==> config.mk <==
export PLATFORM = sky130hd
export DESIGN_NAME = rss_cell
export DESIGN_NICKNAME = d
export VERILOG_FILES = /design/src/rtl/rss_pkg.sv /design/src/rtl/rss_cell.sv
export SDC_FILE = /design/constraint.sdc
export NUM_CORES = 1
export LEC_CHECK = 0
export ABC_AREA = 1
export BUFFER_PORTS_ARGS = -buffer_cell sky130_fd_sc_hd__buf_4
export CAP_MARGIN = 30
export CORE_MARGIN = 8
export CORE_UTILIZATION = 44
export DETAILED_ROUTE_END_ITERATION = 7
export PLACE_DENSITY = 0.84
export SYNTH_ARGS = -nofsm -noshare
export SYNTH_HDL_FRONTEND = slang
export SYNTH_SLANG_ARGS = --single-unit
==> constraint.sdc <==
create_clock -name clk_i -period 2.4 [get_ports clk_i]
set_clock_uncertainty 0.05 [all_clocks]
set_input_delay 0.24 -clock clk_i [delete_from_list [all_inputs] [get_ports clk_i]]
set_output_delay 0.24 -clock clk_i [all_outputs]
set_load 0.02 [all_outputs]
==> src/rtl/rss_pkg.sv <==
// Shared types for the ranked sorted set: input and result beats, command
// codes and the control bundle driven from the top level into every cell.
// No dependencies.
package rss_pkg;

  typedef enum logic {
    CmdInsert = 1'b0,
    CmdRemove = 1'b1
  } cmd_e;

  typedef struct packed {
    cmd_e               cmd;
    logic signed [31:0] key;
    logic        [5:0]  rank;
  } in_beat_t;

  typedef struct packed {
    logic [6:0] position;
    logic       rejected;
  } out_beat_t;

  typedef struct packed {
    logic cmp_en;
    logic ins_en;
    logic rem_en;
  } cell_ctrl_t;

endpackage

==> src/rtl/rss_cell.sv <==
// One slot of the sorted chain: holds a key, compares it with the operand
// and shifts toward or away from its neighbors on insert and remove.
// Depends on rss_pkg.
module rss_cell
  import rss_pkg::*;
#(
  parameter int CNT_W    = 7,
  parameter int KEY_BITS = 32,
  parameter int INDEX    = 0
) (
  input  logic                clk_i,
  input  logic                rst_ni,
  input  cell_ctrl_t          ctrl_i,
  input  logic [CNT_W-1:0]    count_i,
  input  logic [CNT_W-1:0]    rank_i,
  input  logic [KEY_BITS-1:0] op_key_i,
  input  logic [KEY_BITS-1:0] left_key_i,
  input  logic                left_gt_i,
  input  logic [KEY_BITS-1:0] right_key_i,
  output logic [KEY_BITS-1:0] key_o,
  output logic                gt_o
);

  localparam logic [CNT_W-1:0] IdxC = CNT_W'(INDEX);

  logic [KEY_BITS-1:0] key_q, key_d;
  logic                gt_q, gt_d;
  logic                valid;

  assign valid = IdxC < count_i;

  always_comb begin
    gt_d  = gt_q;
    key_d = key_q;
    if (ctrl_i.cmp_en) begin
      gt_d = valid && ($signed(key_q) > $signed(op_key_i));
    end
    if (ctrl_i.ins_en && !gt_q) begin
      key_d = left_gt_i ? op_key_i : left_key_i;
    end else if (ctrl_i.rem_en && (IdxC >= rank_i)) begin
      key_d = right_key_i;
    end
  end

  always_ff @(posedge clk_i or negedge rst_ni) begin
    if (!rst_ni) begin
      gt_q <= 1'b0;
    end else begin
      gt_q <= gt_d;
    end
  end

  always_ff @(posedge clk_i) begin
    key_q <= key_d;
  end

  assign key_o = key_q;
  assign gt_o  = gt_q;

endmodule

==> results of run 1 <==
[cells in the final DEF (no fill, tap or decap), types with 3 or more instances in the layout]
cell type	n
clkbuf_8	6
o21ai_0	36
a21oi_1	14
nor2_2	3
nand2_1	73
edfxtp_1	32
nor2_1	40
o21ai_1	30
nand3_1	4
inv_1	40
buf_4	149
ha_1	32
inv_2	4
[layout make-up]
type | instances | area (µm²)
multi-input combinational | 244 | 1350
clock buffer | 8 | 90.1
sequential | 33 | 986
timing repair buffer | 152 | 1180
fill | 485 | 1680
inverter | 45 | 169
tap | 72 | 90.1
[metal layers]
layer | vias to the layer above | routed length [µm] | track usage [%]
met1 | 1274 | 3250 | 21.5
met2 | 104 | 4770 | 38.9
li1 | 1408 | - | -
met4 | 0 | 170 | 6.85
met5 | - | 0 | 0
met3 | 12 | 558 | 4.97
[sequential cells by signal, indices dropped and copies added, names as in the netlist]
signal and cells:
key_o 32, gt_o 1
[power breakdown]
part | total [mW] | internal, mW | switching [mW] | leakage (nW)
clock | 0.424 | 0.234 | 0.190 | 0.0455
sequential | 0.791 | 0.745 | 0.0462 | 0.316
combinational | 0.811 | 0.369 | 0.441 | 1.62
[cells by family (layout without fill, tap and decap cells)]
| group | Yosys count | in the layout |
|---|---|---|
| buffers and inverters | 57 | 205 |
| AND/OR/NAND/NOR | 128 | 128 |
| flip-flops | 33 | 33 |
| AO/OA/AOI/OAI | 84 | 84 |
| adder cells (fa/ha/maj) | 32 | 32 |
[worst paths after layout]
path                             end  slack (ns)  cells after the start
max in group asynchronous       gt_o        1.98                      2
min in group asynchronous       gt_o        0.24                      2
hold reg to reg                 gt_o        0.51                      2
setup / recovery           key_o[13]        0.57                      4
setup reg to reg           key_o[13]        0.57                      4
hold / removal                  gt_o        0.17                      4
[repair_timing]
item	in CTS	in global routing
hold buffers	1	0
endpoints found under the hold margin	1	0
resized for setup	0	0
[worst max-delay path, cell delays in order, from the launching register on]
cell and delay [ns]:
dfrtp_1 0.39, nor2_2 0.07, inv_2 0.45, nand2_1 0.34, buf_12 0.26
[metrics by stage]
| step | hold slack [ns] | power, mW |
|---|---|---|
| finish | 0.170 | 2.03 |
| global route | 0.161 | 2.17 |
| CTS | 0.156 | 2.04 |
| detailed placement | -0.0340 | 1.61 |
| global placement | -0.0345 | 1.58 |
| floorplan | -0.106 | 1.23 |
==> metrics.csv, run 1 <==
metric;value;unit
design_area;3860;µm²
clkSinkCount;33;
synth_top_area_share;37.7;%
cts.path.max_buffers;2;
crit_fanout;33;
worst_pin_slew;0.602;ns
fp-row-count;27;
post_dp_cell_area;3760;µm²
antenna_found_initial;0;
dieArea;8490;µm²
min_period_over_period;76.0;%
dp_cells;545;
cap_violations;0;
grt_pass1_wl;14.2;mm
totalWireLength;8.75;mm
crit_type;reg2reg;
cp-end-kind;register;
cts_tree;yes;
r2r-start;gt_o;
die_height;92.1;µm
synthTopCellsByArea;edfxtp_1, ha_1, nand2_1;
layout-drive-gt1-share;34.9;%
setup_tns;0;ns
synth_top_family_by_area;simple AND/OR/NAND/NOR gates;
cts_max_level;2;
pin_count;149;
drc;0;
drtAntennaViolNets;0;
clk_root_buffer_cell;clkbuf_8;
rsz0062_at_grt;false;
synth_top_area_cell;edfxtp_1;
final_util;69.7;%
crit_arrival;1.80;ns
p_leak;1.99;nW
maxSlewHeadroom;59.8;%
async_flop_share;3.03;%
vias;2798;
area_growth;51.3;%
synth_cells;334;
required;2.38;ns
avgViaCountPerCell;5.05;
synth-seq-cells;33;
gp_congestion;0.841;
synthAdderAreaFrac;15.7;%
grt_max_degree;34;
synth_warnings;0;
clk_pin_slew_worst_paths;0.07;ns
synthMuxAreaShare;0;%
fin_cells;554;
fin_ws;0.575;ns
synth_nets;482;
chipWidth;92.1;µm
grt_pass1_vias;3052;
initial_utilization;46.0;%
postCtsSetupRepairBufs;0;
post-dp-hpwl;7.21;mm
antennaDiodeCount;0;
routedWlPerCell;15.8;µm
synth_compound_area_share;16.9;%
ys_top_cells_by_count;nand2_1, inv_1, nor2_1;
synth.cell_area;2550;µm²
cts_buffers;5;
ys_types;23;
synth_simple_gate_area_share;20.3;%
synth_top_flop_cell;edfxtp_1;
hp-start;ctrl_i[2];
status;complete, no violations;
core;5540;µm²
firstDrtPassIters;4;
gr-total-overflow;0;
synth-seq-area-share;38.6;%
drtIter0Drc;157;
finalHoldViolCount;0;
yosysMostFrequentCell;nand2_1;
grt.total_usage;20.5;%
syn_avg_cell_area;7.64;µm²
ir_worst_vdd;0.312;mV
setup_viol;0;
fmax;548;MHz
cp-start-kind;register;
finalCriticalPeriod;1.83;ns
io_buffers;148;
worstSetupStartpoint;gt_o;
nets;629;
drv_slew;0;
synth-edff-count;32;
hold_class;in2reg;
insertion_delay;0.27;ns
power_density;525;nW/µm²
synth_xor_area_share;0;%
dpl_worst_slack;0.592;ns
Power figures use the tool's default switching activity.
==> run 2: changes to the inputs <==
- CORE_UTILIZATION: 44 -> 40
- PLACE_DENSITY: 0.84 -> 0.8
- clock period: 2.4 -> 1.46 ns (I/O delays scaled with it)
==> metrics.csv, run 2 (synthesis results as in run 1) <==
metric;value;unit
status;finished, violations left;
insertion_delay;0.28;ns
chipWidth;95.9;µm
hold_slack;0.0563;ns
antenna_found_initial;0;
setup_viol;1;
layout-drive-gt1-share;46.8;%
path_cells;ha_4 -> a21oi_2 -> nand2_2 -> a21oi_4 -> nand2_2 -> nand2_2 -> nand3_1 -> nand3_1 -> nand2_1;
worstReg2RegEnd;gt_o;
worstSetupStartpoint;key_o[11];
drtAntennaViolNets;0;
antennaDiodeCount;0;
fp-row-count;29;
r2r-start;key_o[11];
drc;0;
avgViaCountPerCell;4.96;
grt_max_degree;34;
firstDrtPassIters;4;
nets;671;
cts.path.max_buffers;2;
largest_reg_flops;32;
maxSlewHeadroom;78.6;%
grt_pass1_vias;3022;
pin_count;149;
post-dp-hpwl;7.30;mm
clk_pin_slew_worst_paths;0.08;ns
area_growth;75.8;%
path_buf_inv;0;
rsz0062_at_grt;true;
power_density;851;nW/µm²
switchingPower;1.32;mW
crit_cells;9;
cpMaxStageDelayCell;edfxtp_1;
clk_root_buffer_cell;clkbuf_8;
totalWireLength;9.67;mm
dieArea;9190;µm²
gp_congestion;0.830;
crit_family;flip-flops;
required;1.59;ns
hold_class;in2reg;
p_int;2.50;mW
io_buffers;148;
setup_tns;-0.159;ns
crit_arrival;1.75;ns
core;6280;µm²
fmax;618;MHz
cp-end-kind;register;
ir_worst_vdd;0.551;mV
crit_type;reg2reg;
design_area;4480;µm²
worst_pin_slew;0.320;ns
cp-start-kind;register;
critPathMaxStageDelay;0.44;ns
fin_ws;-0.159;ns
r2r_setup_slack;-0.16;ns
cap_violations;0;
violations;setup timing;
die_height;95.9;µm
routedWlPerCell;16.1;µm
finalHoldViolCount;0;
p_leak;2.22;nW
endpoint;gt_o;
gr-total-overflow;0;
cts_buffers;5;
cts_max_level;2;
final_cell_mix;buf_4, nand2_1, inv_1, nor2_1, o21ai_0;
seqPwrFrac;34.6;%
post_dp_cell_area;4000;µm²
min_period_over_period;111;%
p_comb_share;46.1;%
nFillCells;470;
vias;2981;
cts_tree;yes;
initial_utilization;40.6;%
grt_pass1_wl;14.4;mm
final_common_cell;buf_4;
clockPowerShare;19.2;%
drtIter0Drc;117;
crit_fanout;3;
reg2reg_depth;9;
grt.total_usage;19.8;%
finalCriticalPeriod;1.62;ns
clkSinkCount;33;
cpMostUsedCell;nand2_2;
drv_slew;0;
p_sw_share;34.5;%
==> run 2: cell count changes in the layout (fill, tap and decap cells not counted), sizes merged <==
cell,before,now
clkinv,1,0
inv,44,45
buf,151,193
==> run 2: through the flow <==
| step | utilization, % | worst slack [ns] | power [mW] | cells |
|---|---|---|---|---|
| floorplan | - | -0.130 | 2.04 | 334 |
| global placement | 63.7 | -0.176 | 2.76 | 579 |
| detailed placement | 63.7 | -0.204 | 2.82 | 579 |
| CTS | 68.6 | -0.150 | 3.68 | 593 |
| global route | 71.4 | -0.273 | 4.05 | 601 |
| finish | 71.4 | -0.159 | 3.81 | 601 |
==> run 2: worst min path at each step <==
| stage | slack (ns) | cells after the start | startpoint | endpoint |
|---|---|---|---|---|
| 4_1_cts | 0.04 | 4 | ctrl_i[2] | gt_o |
| 2_1_floorplan | -0.20 | 0 | rst_ni | gt_o |
| 3_5_place_dp | -0.13 | 1 | rst_ni | gt_o |
| 5_1_grt | 0.07 | 4 | ctrl_i[2] | gt_o |
| 3_3_place_gp | -0.13 | 1 | rst_ni | gt_o |
| 6_report | 0.06 | 4 | ctrl_i[2] | gt_o |
==> run 2: timing repair <==
item	in CTS	in global routing
endpoints found under the setup margin	1	2
resized for setup	25	24
buffers inserted	5	8
hold buffers	1	0
hold endpoints to repair	1	0
pin swaps	20	21
==> run 2: metal layers <==
layer	vias up	GRT usage (%)	wire length, µm
met5	-	0	0
met4	0	6.53	208
met3	16	3.35	677
met2	108	35.9	5070
met1	1369	23.0	3710
li1	1488	-	-
==> run 2: cell type report <==
type | count | area (µm²) | share of cell area, %
inverter | 45 | 171 | 3.82
multi-input combinational | 244 | 1650 | 36.8
clock buffer | 8 | 90.1 | 2.01
tap | 77 | 96.3 | 2.15
sequential | 33 | 986 | 22.0
timing repair buffer | 194 | 1490 | 33.2
==> run 2: power by group through the flow <==
| stage | Combinational, mW | Sequential [mW] | Clock, mW |
|---|---|---|---|
| finish | 1.76 | 1.32 | 0.733 |
| global route | 1.93 | 1.33 | 0.787 |
| CTS | 1.63 | 1.31 | 0.740 |
| detailed placement | 1.50 | 1.32 | 0 |
| global placement | 1.45 | 1.31 | 0 |
| floorplan | 0.583 | 1.46 | 0 |
==> run 2: worst reg2reg max path, cell delays in order (launching register included) <==
cell and delay (ns):
edfxtp_1 0.44, ha_4 0.28, a21oi_2 0.17, nand2_2 0.09
a21oi_4 0.17, nand2_2 0.07, nand2_2 0.07, nand3_1 0.07
nand3_1 0.08, nand2_1 0.05
